[config.mk]
export PLATFORM = sky130hd
export DESIGN_NAME = packet_pad_and_chaff
export DESIGN_NICKNAME = d
export VERILOG_FILES = /design/src/rtl/ppc_pkg.sv /design/src/rtl/ppc_front.sv /design/src/rtl/ppc_back.sv /design/src/rtl/packet_pad_and_chaff.sv
export SDC_FILE = /design/constraint.sdc
export NUM_CORES = 1
export LEC_CHECK = 0
export ABC_AREA = 0
export CAP_MARGIN = 25
export CORE_MARGIN = 3
export CORE_UTILIZATION = 30
export DETAILED_ROUTE_END_ITERATION = 8
export DONT_BUFFER_PORTS = 1
export GPL_TIMING_DRIVEN = 0
export MAX_ROUTING_LAYER = met4
export PLACE_DENSITY_LB_ADDON = 0.12
export SLEW_MARGIN = 10
export SYNTH_ARGS = -nofsm -noshare
export SYNTH_HDL_FRONTEND = slang
export SYNTH_HIERARCHICAL = 1
export SYNTH_SLANG_ARGS = --single-unit
[constraint.sdc]
create_clock -name aclk -period 16.3 [get_ports aclk]
set_input_delay 4.89 -clock aclk [delete_from_list [all_inputs] [get_ports aclk]]
set_output_delay 4.89 -clock aclk [all_outputs]
set_load 0.01 [all_outputs]
[src/rtl/ppc_pkg.sv]
`timescale 1ns / 1ps
// ----------------------------------------------------------------------------
// ppc_pkg
// Shared types and constants of the packet pad-and-chaff framer.
// ----------------------------------------------------------------------------
package ppc_pkg;

    // Configuration register indexes
    localparam logic [2:0] REG_PAD_ENABLE   = 3'd0;
    localparam logic [2:0] REG_CHAFF_ENABLE = 3'd1;
    localparam logic [2:0] REG_TARGET_LEN   = 3'd2;
    localparam logic [2:0] REG_ALIGN_SIZE   = 3'd3;
    localparam logic [2:0] REG_LFSR_SEED    = 3'd4;

    // Reset values of the configuration registers
    localparam logic        PAD_ENABLE_RST   = 1'b1;
    localparam logic        CHAFF_ENABLE_RST = 1'b1;
    localparam logic [11:0] TARGET_LEN_RST   = 12'd1500;
    localparam logic [11:0] ALIGN_SIZE_RST   = 12'd16;
    localparam logic [31:0] SEED_RESET       = 32'h1234_5678;
    localparam logic [31:0] LFSR_ZERO_FIX    = 32'h1ACE_B00C;

    // Output byte kinds
    localparam logic [1:0] KIND_PAYLOAD = 2'd0;
    localparam logic [1:0] KIND_PAD     = 2'd1;
    localparam logic [1:0] KIND_CHAFF   = 2'd2;

    // Word queue between front and back end
    localparam int QUEUE_DEPTH = 4;
    localparam int QPTR_W      = $clog2(QUEUE_DEPTH);
    localparam int QCNT_W      = $clog2(QUEUE_DEPTH + 1);

    typedef enum logic [1:0] {
        OP_DATA,
        OP_DATA_LAST,
        OP_FILL
    } op_t;

    typedef struct packed {
        op_t        op;
        logic [7:0] data;
    } cmd_t;

    typedef enum logic [1:0] {
        TAIL_IDLE,
        TAIL_PAD,
        TAIL_CHAFF
    } tail_t;

    typedef struct packed {
        logic        pad_enable;
        logic        chaff_enable;
        logic [11:0] target_length;
        logic [11:0] align_size;
    } cfg_t;

    // Fibonacci LFSR, taps 0,2,3,5, shifting right; all-zero state is fixed up
    function automatic logic [31:0] lfsr_step(input logic [31:0] s);
        logic [31:0] v;
        logic        fb;
        v  = (s == 32'd0) ? LFSR_ZERO_FIX : s;
        fb = v[0] ^ v[2] ^ v[3] ^ v[5];
        return {fb, v[31:1]};
    endfunction

endpackage

[src/rtl/ppc_front.sv]
`timescale 1ns / 1ps
// ----------------------------------------------------------------------------
// ppc_front
// Accepts input words, classifies them into payload, last payload or fill
// tick, and holds them in a short queue for the back end.
// ----------------------------------------------------------------------------
module ppc_front (
    input  logic               aclk,
    input  logic               aresetn,
    input  logic               s_tvalid,
    output logic               s_tready,
    input  logic [7:0]         s_tdata,   // [7:0] in_byte
    input  logic [0:0]         s_tuser,   // [0] req_type
    input  logic               s_tlast,
    output logic               q_valid,
    input  logic               q_ready,
    output ppc_pkg::cmd_t      q_cmd
);

    ppc_pkg::cmd_t                queue_reg [ppc_pkg::QUEUE_DEPTH];
    logic [ppc_pkg::QPTR_W-1:0]   wr_ptr_reg, wr_ptr_next;
    logic [ppc_pkg::QPTR_W-1:0]   rd_ptr_reg, rd_ptr_next;
    logic [ppc_pkg::QCNT_W-1:0]   count_reg, count_next;
    ppc_pkg::cmd_t                in_cmd;
    logic                         push;
    logic                         pop;

    always_comb begin
        in_cmd.data = s_tdata;
        if (s_tuser[0]) begin
            in_cmd.op = ppc_pkg::OP_FILL;
        end else if (s_tlast) begin
            in_cmd.op = ppc_pkg::OP_DATA_LAST;
        end else begin
            in_cmd.op = ppc_pkg::OP_DATA;
        end
    end

    assign s_tready = (count_reg != ppc_pkg::QCNT_W'(ppc_pkg::QUEUE_DEPTH));
    assign q_valid  = (count_reg != '0);
    assign q_cmd    = queue_reg[rd_ptr_reg];
    assign push     = s_tvalid && s_tready;
    assign pop      = q_valid && q_ready;

    always_comb begin
        wr_ptr_next = push ? wr_ptr_reg + ppc_pkg::QPTR_W'(1) : wr_ptr_reg;
        rd_ptr_next = pop  ? rd_ptr_reg + ppc_pkg::QPTR_W'(1) : rd_ptr_reg;
        count_next  = count_reg;
        if (push && !pop) begin
            count_next = count_reg + ppc_pkg::QCNT_W'(1);
        end else if (pop && !push) begin
            count_next = count_reg - ppc_pkg::QCNT_W'(1);
        end
    end

    always_ff @(posedge aclk) begin
        if (!aresetn) begin
            wr_ptr_reg <= '0;
            rd_ptr_reg <= '0;
            count_reg  <= '0;
        end else begin
            wr_ptr_reg <= wr_ptr_next;
            rd_ptr_reg <= rd_ptr_next;
            count_reg  <= count_next;
        end
    end

    always_ff @(posedge aclk) begin
        if (push) begin
            queue_reg[wr_ptr_reg] <= in_cmd;
        end
    end

endmodule

[src/rtl/ppc_back.sv]
`timescale 1ns / 1ps
// ----------------------------------------------------------------------------
// ppc_back
// Frame state machine: passes payload, computes the padded length on the
// last payload word, emits pad and chaff words on fill ticks. Results go
// to an output register.
// ----------------------------------------------------------------------------
module ppc_back #(
    parameter int MAX_FRAME_BYTES = 2048
) (
    input  logic               aclk,
    input  logic               aresetn,
    input  ppc_pkg::cfg_t      cfg,
    input  logic               seed_load,
    input  logic [31:0]        seed_value,
    input  logic               q_valid,
    output logic               q_ready,
    input  ppc_pkg::cmd_t      q_cmd,
    output logic               m_tvalid,
    input  logic               m_tready,
    output logic [7:0]         m_tdata,
    output logic [1:0]         m_tuser,
    output logic               m_tlast
);

    // Position must hold the payload cap and any 12-bit tail length
    localparam int POS_MAX = (MAX_FRAME_BYTES > 4095) ? MAX_FRAME_BYTES : 4095;
    localparam int POS_W   = $clog2(POS_MAX + 1);

    ppc_pkg::tail_t     mode_reg, mode_next;
    logic [POS_W-1:0]   pos_reg, pos_next;
    logic [11:0]        phase_reg, phase_next;
    logic [11:0]        pad_end_reg, pad_end_next;
    logic [31:0]        lfsr_reg, lfsr_next;
    logic               out_valid_reg, out_valid_next;
    logic [7:0]         out_byte_reg;
    logic [1:0]         out_kind_reg;
    logic               out_end_reg;

    logic               pop;
    logic               is_fill;
    logic               is_last;
    logic               in_tail;
    logic [POS_W-1:0]   base_pos;
    logic [11:0]        base_phase;
    logic               overflow;
    logic [12:0]        phase_inc;
    logic [11:0]        phase_wrap;
    logic [POS_W-1:0]   len;
    logic [11:0]        ph;
    logic [11:0]        gap;
    logic [POS_W:0]     len_x;
    logic [POS_W:0]     target_x;
    logic [POS_W:0]     round_up;
    logic [POS_W:0]     padded_a;
    logic [POS_W:0]     padded_b;
    logic [POS_W:0]     padded;
    logic               finish_pad;
    logic               finish_chaff;
    logic               finish_end;
    logic [POS_W-1:0]   pos_tick;
    logic               pad_done;
    logic               pad_to_chaff;
    logic               chaff_done;
    logic [31:0]        lfsr_stepped;

    logic               res_valid;
    logic [7:0]         res_byte;
    logic [1:0]         res_kind;
    logic               res_end;

    assign q_ready = !out_valid_reg || m_tready;
    assign pop     = q_valid && q_ready;
    assign is_fill = (q_cmd.op == ppc_pkg::OP_FILL);
    assign is_last = (q_cmd.op == ppc_pkg::OP_DATA_LAST);
    assign in_tail = (mode_reg != ppc_pkg::TAIL_IDLE);

    // Payload word: a word during a tail starts a fresh packet
    assign base_pos   = in_tail ? '0 : pos_reg;
    assign base_phase = in_tail ? '0 : phase_reg;
    assign overflow   = (base_pos >= POS_W'(MAX_FRAME_BYTES));
    assign phase_inc  = {1'b0, base_phase} + 13'd1;
    assign phase_wrap = (phase_inc >= {1'b0, cfg.align_size}) ? 12'd0 : phase_inc[11:0];
    assign len        = overflow ? base_pos : base_pos + POS_W'(1);
    assign ph         = overflow ? base_phase : phase_wrap;

    // Padded length: with pad_enable, round up to align_size, clamp to target, never below len
    assign gap      = cfg.align_size - ph;
    assign len_x    = (POS_W+1)'(len);
    assign target_x = (POS_W+1)'(cfg.target_length);
    assign round_up = len_x + (POS_W+1)'(gap);
    assign padded_a = (cfg.pad_enable && ph != 12'd0 && cfg.align_size > ph) ? round_up : len_x;
    assign padded_b = (cfg.pad_enable && padded_a > target_x) ? target_x : padded_a;
    assign padded   = (cfg.pad_enable && padded_b < len_x) ? len_x : padded_b;

    assign finish_pad   = (padded > len_x);
    assign finish_chaff = !finish_pad && cfg.chaff_enable && (padded < target_x);
    assign finish_end   = !finish_pad && !finish_chaff;

    // Fill tick
    assign pos_tick     = pos_reg + POS_W'(1);
    assign pad_done     = (pos_tick >= POS_W'(pad_end_reg));
    assign pad_to_chaff = cfg.chaff_enable && (pad_end_reg < cfg.target_length);
    assign chaff_done   = (pos_tick >= POS_W'(cfg.target_length));
    assign lfsr_stepped = ppc_pkg::lfsr_step(lfsr_reg);

    // Next state
    always_comb begin
        mode_next    = mode_reg;
        pos_next     = pos_reg;
        phase_next   = phase_reg;
        pad_end_next = pad_end_reg;
        if (pop) begin
            case (q_cmd.op)
                ppc_pkg::OP_DATA, ppc_pkg::OP_DATA_LAST: begin
                    pos_next   = len;
                    phase_next = ph;
                    mode_next  = ppc_pkg::TAIL_IDLE;
                    if (is_last) begin
                        pad_end_next = padded[11:0];
                        if (finish_pad) begin
                            mode_next = ppc_pkg::TAIL_PAD;
                        end else if (finish_chaff) begin
                            mode_next = ppc_pkg::TAIL_CHAFF;
                        end else begin
                            pos_next     = '0;
                            phase_next   = '0;
                            pad_end_next = '0;
                        end
                    end
                end
                ppc_pkg::OP_FILL: begin
                    case (mode_reg)
                        ppc_pkg::TAIL_PAD: begin
                            pos_next = pos_tick;
                            if (pad_done) begin
                                if (pad_to_chaff) begin
                                    mode_next = ppc_pkg::TAIL_CHAFF;
                                end else begin
                                    mode_next    = ppc_pkg::TAIL_IDLE;
                                    pos_next     = '0;
                                    phase_next   = '0;
                                    pad_end_next = '0;
                                end
                            end
                        end
                        ppc_pkg::TAIL_CHAFF: begin
                            pos_next = pos_tick;
                            if (chaff_done) begin
                                mode_next    = ppc_pkg::TAIL_IDLE;
                                pos_next     = '0;
                                phase_next   = '0;
                                pad_end_next = '0;
                            end
                        end
                        default: begin
                        end
                    endcase
                end
                default: begin
                end
            endcase
        end
    end

    always_comb begin
        if (seed_load) begin
            lfsr_next = seed_value;
        end else if (pop && is_fill && mode_reg == ppc_pkg::TAIL_CHAFF) begin
            lfsr_next = lfsr_stepped;
        end else begin
            lfsr_next = lfsr_reg;
        end
    end

    // Outputs
    always_comb begin
        res_valid = 1'b0;
        res_byte  = 8'd0;
        res_kind  = ppc_pkg::KIND_PAYLOAD;
        res_end   = 1'b0;
        case (q_cmd.op)
            ppc_pkg::OP_DATA, ppc_pkg::OP_DATA_LAST: begin
                res_valid = !overflow;
                res_byte  = q_cmd.data;
                res_end   = is_last && finish_end;
            end
            ppc_pkg::OP_FILL: begin
                case (mode_reg)
                    ppc_pkg::TAIL_PAD: begin
                        res_valid = 1'b1;
                        res_kind  = ppc_pkg::KIND_PAD;
                        res_end   = pad_done && !pad_to_chaff;
                    end
                    ppc_pkg::TAIL_CHAFF: begin
                        res_valid = 1'b1;
                        res_byte  = lfsr_stepped[7:0];
                        res_kind  = ppc_pkg::KIND_CHAFF;
                        res_end   = chaff_done;
                    end
                    default: begin
                    end
                endcase
            end
            default: begin
            end
        endcase
    end

    always_comb begin
        if (pop) begin
            out_valid_next = res_valid;
        end else if (m_tready) begin
            out_valid_next = 1'b0;
        end else begin
            out_valid_next = out_valid_reg;
        end
    end

    always_ff @(posedge aclk) begin
        if (!aresetn) begin
            mode_reg      <= ppc_pkg::TAIL_IDLE;
            pos_reg       <= '0;
            phase_reg     <= '0;
            pad_end_reg   <= '0;
            lfsr_reg      <= ppc_pkg::SEED_RESET;
            out_valid_reg <= 1'b0;
        end else begin
            mode_reg      <= mode_next;
            pos_reg       <= pos_next;
            phase_reg     <= phase_next;
            pad_end_reg   <= pad_end_next;
            lfsr_reg      <= lfsr_next;
            out_valid_reg <= out_valid_next;
        end
    end

    always_ff @(posedge aclk) begin
        if (pop) begin
            out_byte_reg <= res_byte;
            out_kind_reg <= res_kind;
            out_end_reg  <= res_end;
        end
    end

    assign m_tvalid = out_valid_reg;
    assign m_tdata  = out_byte_reg;
    assign m_tuser  = out_kind_reg;
    assign m_tlast  = out_end_reg;

endmodule

[src/rtl/packet_pad_and_chaff.sv]
`timescale 1ns / 1ps
// ----------------------------------------------------------------------------
// packet_pad_and_chaff
// Payload pass-through with zero padding to an alignment size and LFSR
// chaff up to a target frame length.
// ----------------------------------------------------------------------------
// Takes one word per clock and gives one word per clock while m_tready is
// high, sustained. An accepted word passes the four-word input queue and
// then the output register before it shows on m_tvalid. The frame state
// (position, alignment phase, tail mode, LFSR) is updated once per word in
// the back end, which sets the one-word-per-cycle rate; the queue lets the
// input keep flowing while m_tready is low until it fills. Payload words send
// through with tuser 0; the last payload word closes the packet and fill
// ticks (s_tuser = 1) then draw zero pad words (tuser 1) and chaff words
// (tuser 2). m_tlast marks the frame's final word. Fill ticks outside a tail
// and payload beyond MAX_FRAME_BYTES produce nothing. Configuration is to be
// written only while no words are in flight.
// ----------------------------------------------------------------------------
module packet_pad_and_chaff #(
    parameter int MAX_FRAME_BYTES = 2048
) (
    input  logic        aclk,
    input  logic        aresetn,
    input  logic        cfg_we,
    input  logic [2:0]  cfg_addr,
    input  logic [31:0] cfg_wdata,
    input  logic        s_tvalid,
    output logic        s_tready,
    input  logic [7:0]  s_tdata,   // [7:0] in_byte
    input  logic [0:0]  s_tuser,   // [0] req_type
    input  logic        s_tlast,
    output logic        m_tvalid,
    input  logic        m_tready,
    output logic [7:0]  m_tdata,   // [7:0] out_byte
    output logic [1:0]  m_tuser,   // [1:0] byte_kind
    output logic        m_tlast
);

    logic          pad_enable_reg;
    logic          chaff_enable_reg;
    logic [11:0]   target_length_reg;
    logic [11:0]   align_size_reg;
    logic          seed_load;
    ppc_pkg::cfg_t cfg;
    logic          q_valid;
    logic          q_ready;
    ppc_pkg::cmd_t q_cmd;

    always_ff @(posedge aclk) begin
        if (!aresetn) begin
            pad_enable_reg    <= ppc_pkg::PAD_ENABLE_RST;
            chaff_enable_reg  <= ppc_pkg::CHAFF_ENABLE_RST;
            target_length_reg <= ppc_pkg::TARGET_LEN_RST;
            align_size_reg    <= ppc_pkg::ALIGN_SIZE_RST;
        end else if (cfg_we) begin
            case (cfg_addr)
                ppc_pkg::REG_PAD_ENABLE:   pad_enable_reg    <= cfg_wdata[0];
                ppc_pkg::REG_CHAFF_ENABLE: chaff_enable_reg  <= cfg_wdata[0];
                ppc_pkg::REG_TARGET_LEN:   target_length_reg <= cfg_wdata[11:0];
                ppc_pkg::REG_ALIGN_SIZE:   align_size_reg    <= cfg_wdata[11:0];
                default: begin
                end
            endcase
        end
    end

    // The seed register lives in the LFSR itself: a write reloads it
    assign seed_load = cfg_we && (cfg_addr == ppc_pkg::REG_LFSR_SEED);

    always_comb begin
        cfg.pad_enable    = pad_enable_reg;
        cfg.chaff_enable  = chaff_enable_reg;
        cfg.target_length = target_length_reg;
        cfg.align_size    = align_size_reg;
    end

    ppc_front u_front (
        .aclk     (aclk),
        .aresetn  (aresetn),
        .s_tvalid (s_tvalid),
        .s_tready (s_tready),
        .s_tdata  (s_tdata),
        .s_tuser  (s_tuser),
        .s_tlast  (s_tlast),
        .q_valid  (q_valid),
        .q_ready  (q_ready),
        .q_cmd    (q_cmd)
    );

    ppc_back #(
        .MAX_FRAME_BYTES (MAX_FRAME_BYTES)
    ) u_back (
        .aclk       (aclk),
        .aresetn    (aresetn),
        .cfg        (cfg),
        .seed_load  (seed_load),
        .seed_value (cfg_wdata),
        .q_valid    (q_valid),
        .q_ready    (q_ready),
        .q_cmd      (q_cmd),
        .m_tvalid   (m_tvalid),
        .m_tready   (m_tready),
        .m_tdata    (m_tdata),
        .m_tuser    (m_tuser),
        .m_tlast    (m_tlast)
    );

endmodule

# After elaboration in Yosys (flattened, before gate mapping)
# Memory sizes are Yosys's and may differ from the RTL's. A register that Yosys moved wholly into a read port is not among the register bits.
# Index checks and enable logic that the tools add are counted.
totals:
  ff_bits: 115
  mem_bits_rw: 40
  input_bits: 50
  out_inout_bits: 13
  memories: 1
op_classes:
  addsub: 9
  n_lt_le_gt_ge: 10
  eq_ne: 14
  muxes: 56
  n_bitwise: 3
  reduce_logical: 45
mem_list:
  columns: ["memory", "words", "width", "rd", "rd_ports_with_merged_regs", "write_ports", "line_no", "rtl"]
  rows:
  - ["u_front.queue_reg", 4, 10, 1, 1, 1, "ppc_front.sv:20", "ppc_pkg::cmd_t queue_reg [ppc_pkg::QUEUE_DEPTH];"]
op_table:
  columns: ["cell", "n"]
  rows:
  - ["2-to-1 mux 12 bit", 20]
  - ["one-hot mux 12 bit (2 select lines)", 5]
  - ["2-to-1 mux 32 bit", 3]
  - ["2-to-1 mux 13 bit", 3]
  - ["zero test 32 bit", 1]
  - ["greater-than comparator 13 x 12 -> 1 bit", 2]
  - ["less-than comparator 13 x 12 -> 1 bit", 2]
  - ["adder 12 x 1 -> 12 bit (second input constant)", 2]
  - [">= comparator 12 bit", 2]
  - ["2-to-1 mux 2 bit", 9]
  - ["logical AND 1 bit", 17]
  - ["one-hot mux 8 bit (2 select lines)", 1]
  - ["!= test 3 bit (second input constant)", 5]
  - ["adder 12 x 1 -> 13 bit (second input constant)", 1]
  - ["adder 12 x 12 -> 13 bit", 1]
  - [">= comparator 13 x 12 -> 1 bit", 1]
  - [">= comparator 12 bit (second input constant)", 1]
  - ["greater-than comparator 12 bit", 1]
  - ["less-than comparator 12 bit", 1]
  - ["one-hot mux 2 bit (2 select lines)", 3]
  - ["nonzero test 12 bit", 1]
  - ["subtractor 12 bit", 1]
  - ["nonzero test 2 bit", 5]
  - ["2-to-1 mux 8 bit", 1]
  - ["other kinds (24)", 48]

# Longest topological paths before layout
logic_depth:
  ltp_word: 24
  depth_mapped: 65
  ltp_nobuf: 60

# By module
# Netlist, hierarchy kept.
modules_own_cells:
  columns: ["module", "instances", "cells_per_inst", "area_each_um2"]
  rows:
  - ["ppc_back", 1, 1078, 8408.1]
  - ["ppc_front", 1, 101, 1951.9]
  - ["packet_pad_and_chaff", 1, 113, 1118.6]

# Worst setup path after synthesis
# OpenSTA, ideal clock, no wires.
synth_path:
  path_type: "reg-to-reg"
  start: "register u_back.mode_reg[0]"
  end: "register u_back.pos_reg[9]"
  t_arrival_ps: 11306
  required_time_ps: 16221
  slack_ps: 4915
  stages_incl_launch_ff: 62
  path_buffers: 7
  path_cell_list: "dfxtp_1 -> inv_1 -> ha_1 -> buf_2 -> buf_6 -> and2_1 -> ha_1 -> nand4_4 -> nor3_1 -> mux2i_1 -> ha_1 -> a21o_1 -> a211oi_1 -> o41ai_1 -> a211oi_2 -> clkbuf_1 -> a22oi_1 -> ha_1 -> (+26 left out) -> a21o_1 -> a21oi_1 -> a311oi_1 -> a21boi_2 -> buf_6 -> mux2_4 -> ha_1 -> a21o_1 -> a21o_1 -> a21o_1 -> a21o_1 -> a21o_1 -> a21oi_1 -> nor3_1 -> a31oi_2 -> nand2_1 -> buf_2 -> o211ai_1"
synth_via:
  elab_chain_len: 24
  word_cells_on_any_way: 37
  cone_classes: "add/sub: 4; order compare: 7; eq/ne: 3; mux: 13; reduce/logical: 10"
synth_lines:
  columns: ["item", "line_no", "rtl"]
  rows:
  - ["from (decl)", "ppc_back.sv:30", "ppc_pkg::tail_t mode_reg, mode_next;"]
  - ["from (signal assigned)", "ppc_back.sv:222", "mode_reg <= ppc_pkg::TAIL_IDLE;"]
  - ["from (signal assigned)", "ppc_back.sv:229", "mode_reg <= mode_next;"]
  - ["parallel branches: the longest is 24 deep, another holds adder 12 x 1 -> 13 bit", null, null]
  - ["to (signal assigned)", "ppc_back.sv:230", "pos_reg <= pos_next;"]
  - ["to (decl)", "ppc_back.sv:31", "logic [POS_W-1:0] pos_reg, pos_next;"]
# Parallel ways; which one is timed is not known.
# A chain may end at the register's enable or synchronous reset.

# Final worst setup path
layout_path:
  start: "register u_back.mode_reg[0]"
  end: "register u_back.pos_reg[3]"
# Same word-level chain as after synthesis.

==> reports/results.txt <==
RSZ-0062 raised after global routing: false
Hold-fix buffers at CTS: 0
Layout net count: 1495
Top post-synthesis cells by area: dfxtp_1, ha_1, edfxtp_1
Syn nets: 1474
Vias in the first global route: 9074
Slew Viols, Final: 0
Hold WS: 486 ps
DP Area: 12100 um^2
Main synth FF type: dfxtp_1
CTS max path bufs: 2
Top cell type's share of synthesized area: 0.185
Die area: 40600 um^2
Critical path peak fanout: 10
Setup violators final: 0
Peak supply drop: 0.102 mV
Max FFs per register: 40
R2R setup slack: 1820 ps
Min-Delay Path Class: register to register
Initial drt markers: 584
Total number of vias: 9383
CTS buffer count: 17
Actual slew at the worst max-slew pin: 916 ps
Power per standard cell area: 151 nW/um^2
Via density per instance: 5.11
Share of layout cells above drive strength 1: 0.0860
H-Tree Level Count: 4
Startpoint types: register
Hold Vio Cnt, Final: 0
CP required: 16670 ps
Overall routed net length: 35600 um
Largest net degree at the start of global routing: 19
Status: completed
Slowest stage cell on the critical path: a2111oi_0
Post_cts resized: 0
Sequential area share after synthesis: 0.318
Synth async-reset ratio: 0
P&R area growth vs syn: 11.3%
Clk sink count: 157
Post-layout instance area: 12800 um^2
Clock latency on the worst-skew pair: 450 ps
Routed wire per std cell: 19.4 um
Crit end category: register
Setup Total Neg Slack: 0 ps
Count of cell types in the netlist: 87
Setup Skew: 17.8 ps
Most frequent cells in the layout: ha_1, nand2_1, nor2_1
Min cycle time layout: 14480 ps
Pleak: 5.12 nW
Crit path largest cell delay: 700 ps
Total GRT Usage: 0.179
Post-synth EDFFs: 51
Final worst slack: 1820 ps
Port bufs: 0
CTS tree: yes
GRT overflow: 0
Setup repair bufs after CTS: 0
HPWL Detailed: 28300 um
Clk root buf: clkbuf_16
Total of max-cap violations: 0
Starting Density: 0.305
Chip width: 202 um
Mean Syn Cell Area: 8.88 um^2
Pre-CTS WS: 1770 ps
Core Area: 37700 um^2
Post-DRT Antenna Nets: 0
Post-Synthesis Cells: 1292
Top-Level Pins: 63
Most common cell after layout, fill and taps aside: ha_1
CTS clk-pin slew, worst paths: 80 ps
Row count: 71
RePlAce Congestion: 0.854
YS warnings: 6
Initial antenna violation count: 1
First-pass DRT Iterations: 5
First-pass GRT wire length: 54800 um
WS Path Type: register to register
Die Span Y: 202 um
Yosys reg bits: 157
Power Total: 1.93 mW
Crit share post-route: 0.888
Leading area contributor after synthesis: dfxtp_1
Max Clk Rate: 69.1 MHz
Relative slew margins: 0.387
Critical path's most frequent cell: ha_1
Drc violations: 0
Mapped Area: 11500 um^2
Critical path arrival: 14850 ps
==> layout make-up <==
cell class | count | area, um^2
plain buffers | 57 | 314
repair buffers | 2 | 10.0
inverters | 85 | 319
diodes | 1 | 2.50
clock buffers | 17 | 425
flip-flops and latches | 157 | 3650
clock inverters | 15 | 210
fillers | 3993 | 24900
multi-input cells | 993 | 7200
well taps | 511 | 639
==> cell usage after synthesis (28+ instances only) <==
cell,instances
edfxtp_1,51
nand2_1,128
dfxtp_1,106
ha_1,129
a21oi_1,67
o21ai_0,65
clkbuf_1,32
nor2_1,118
nand3_1,28
mux2i_1,42
nor2b_1,35
inv_1,84
==> kinds of logic (layout without fill, tap and decap cells) <==
kind of cell,after synthesis,in the layout,share of synthesized area
and+or+nand+nor,448,448,0.192
AOI/OAI and AO/OA,311,311,0.188
DFF,157,157,0.318
buffers and inverters,142,176,0.0552
adders and majority gates,132,132,0.146
muxes,65,65,0.0726
xor gates and xnor gates,37,37,0.0282
other,0,1,0
==> final timing paths <==
kind | end | depth (start not counted) | startpoint
max reg2reg | u_back/pos_reg[3]$_SDFFE_PN0P_ | 61 | u_back/mode_reg[0]$_SDFFE_PN0P_
min reg2reg | target_length_reg[1]$_SDFFE_PN0P_ | 2 | target_length_reg[1]$_SDFFE_PN0P_
min | target_length_reg[1]$_SDFFE_PN0P_ | 2 | target_length_reg[1]$_SDFFE_PN0P_
max | u_back/pos_reg[3]$_SDFFE_PN0P_ | 61 | u_back/mode_reg[0]$_SDFFE_PN0P_
==> metal layers <==
metal,GRT usage,wire length (um)
met1,0.234,16700
met2,0.287,16700
met3,0.0367,1760
met4,0.0396,406
met5,-,0
==> report_power, final <==
part           total [mW]  switching, mW  internal (mW)  leakage, nW
Combinational       0.982          0.568          0.414         3.47
Sequential          0.513         0.0487          0.464         1.34
Clock               0.438          0.200          0.238        0.309
==> worst max-delay path, delay by kind of cell, from the launching register on <==
family	cells	cell delay (ps)
xor gates and xnor gates	2	320
buffers and inverters	8	1920
DFF	1	330
muxes	2	730
AOI/OAI and AO/OA	32	7070
adders and majority gates	8	2500
and+or+nand+nor	9	1500
==> metrics by stage <==
stage / instances / utilization
2_1_floorplan: 1292 / -
3_3_place_gp: 1803 / 0.322
3_5_place_dp: 1804 / 0.322
4_1_cts: 1836 / 0.339
5_1_grt: 1838 / 0.339
6_report: 1838 / 0.339
(Power assumes the default switching activity.)
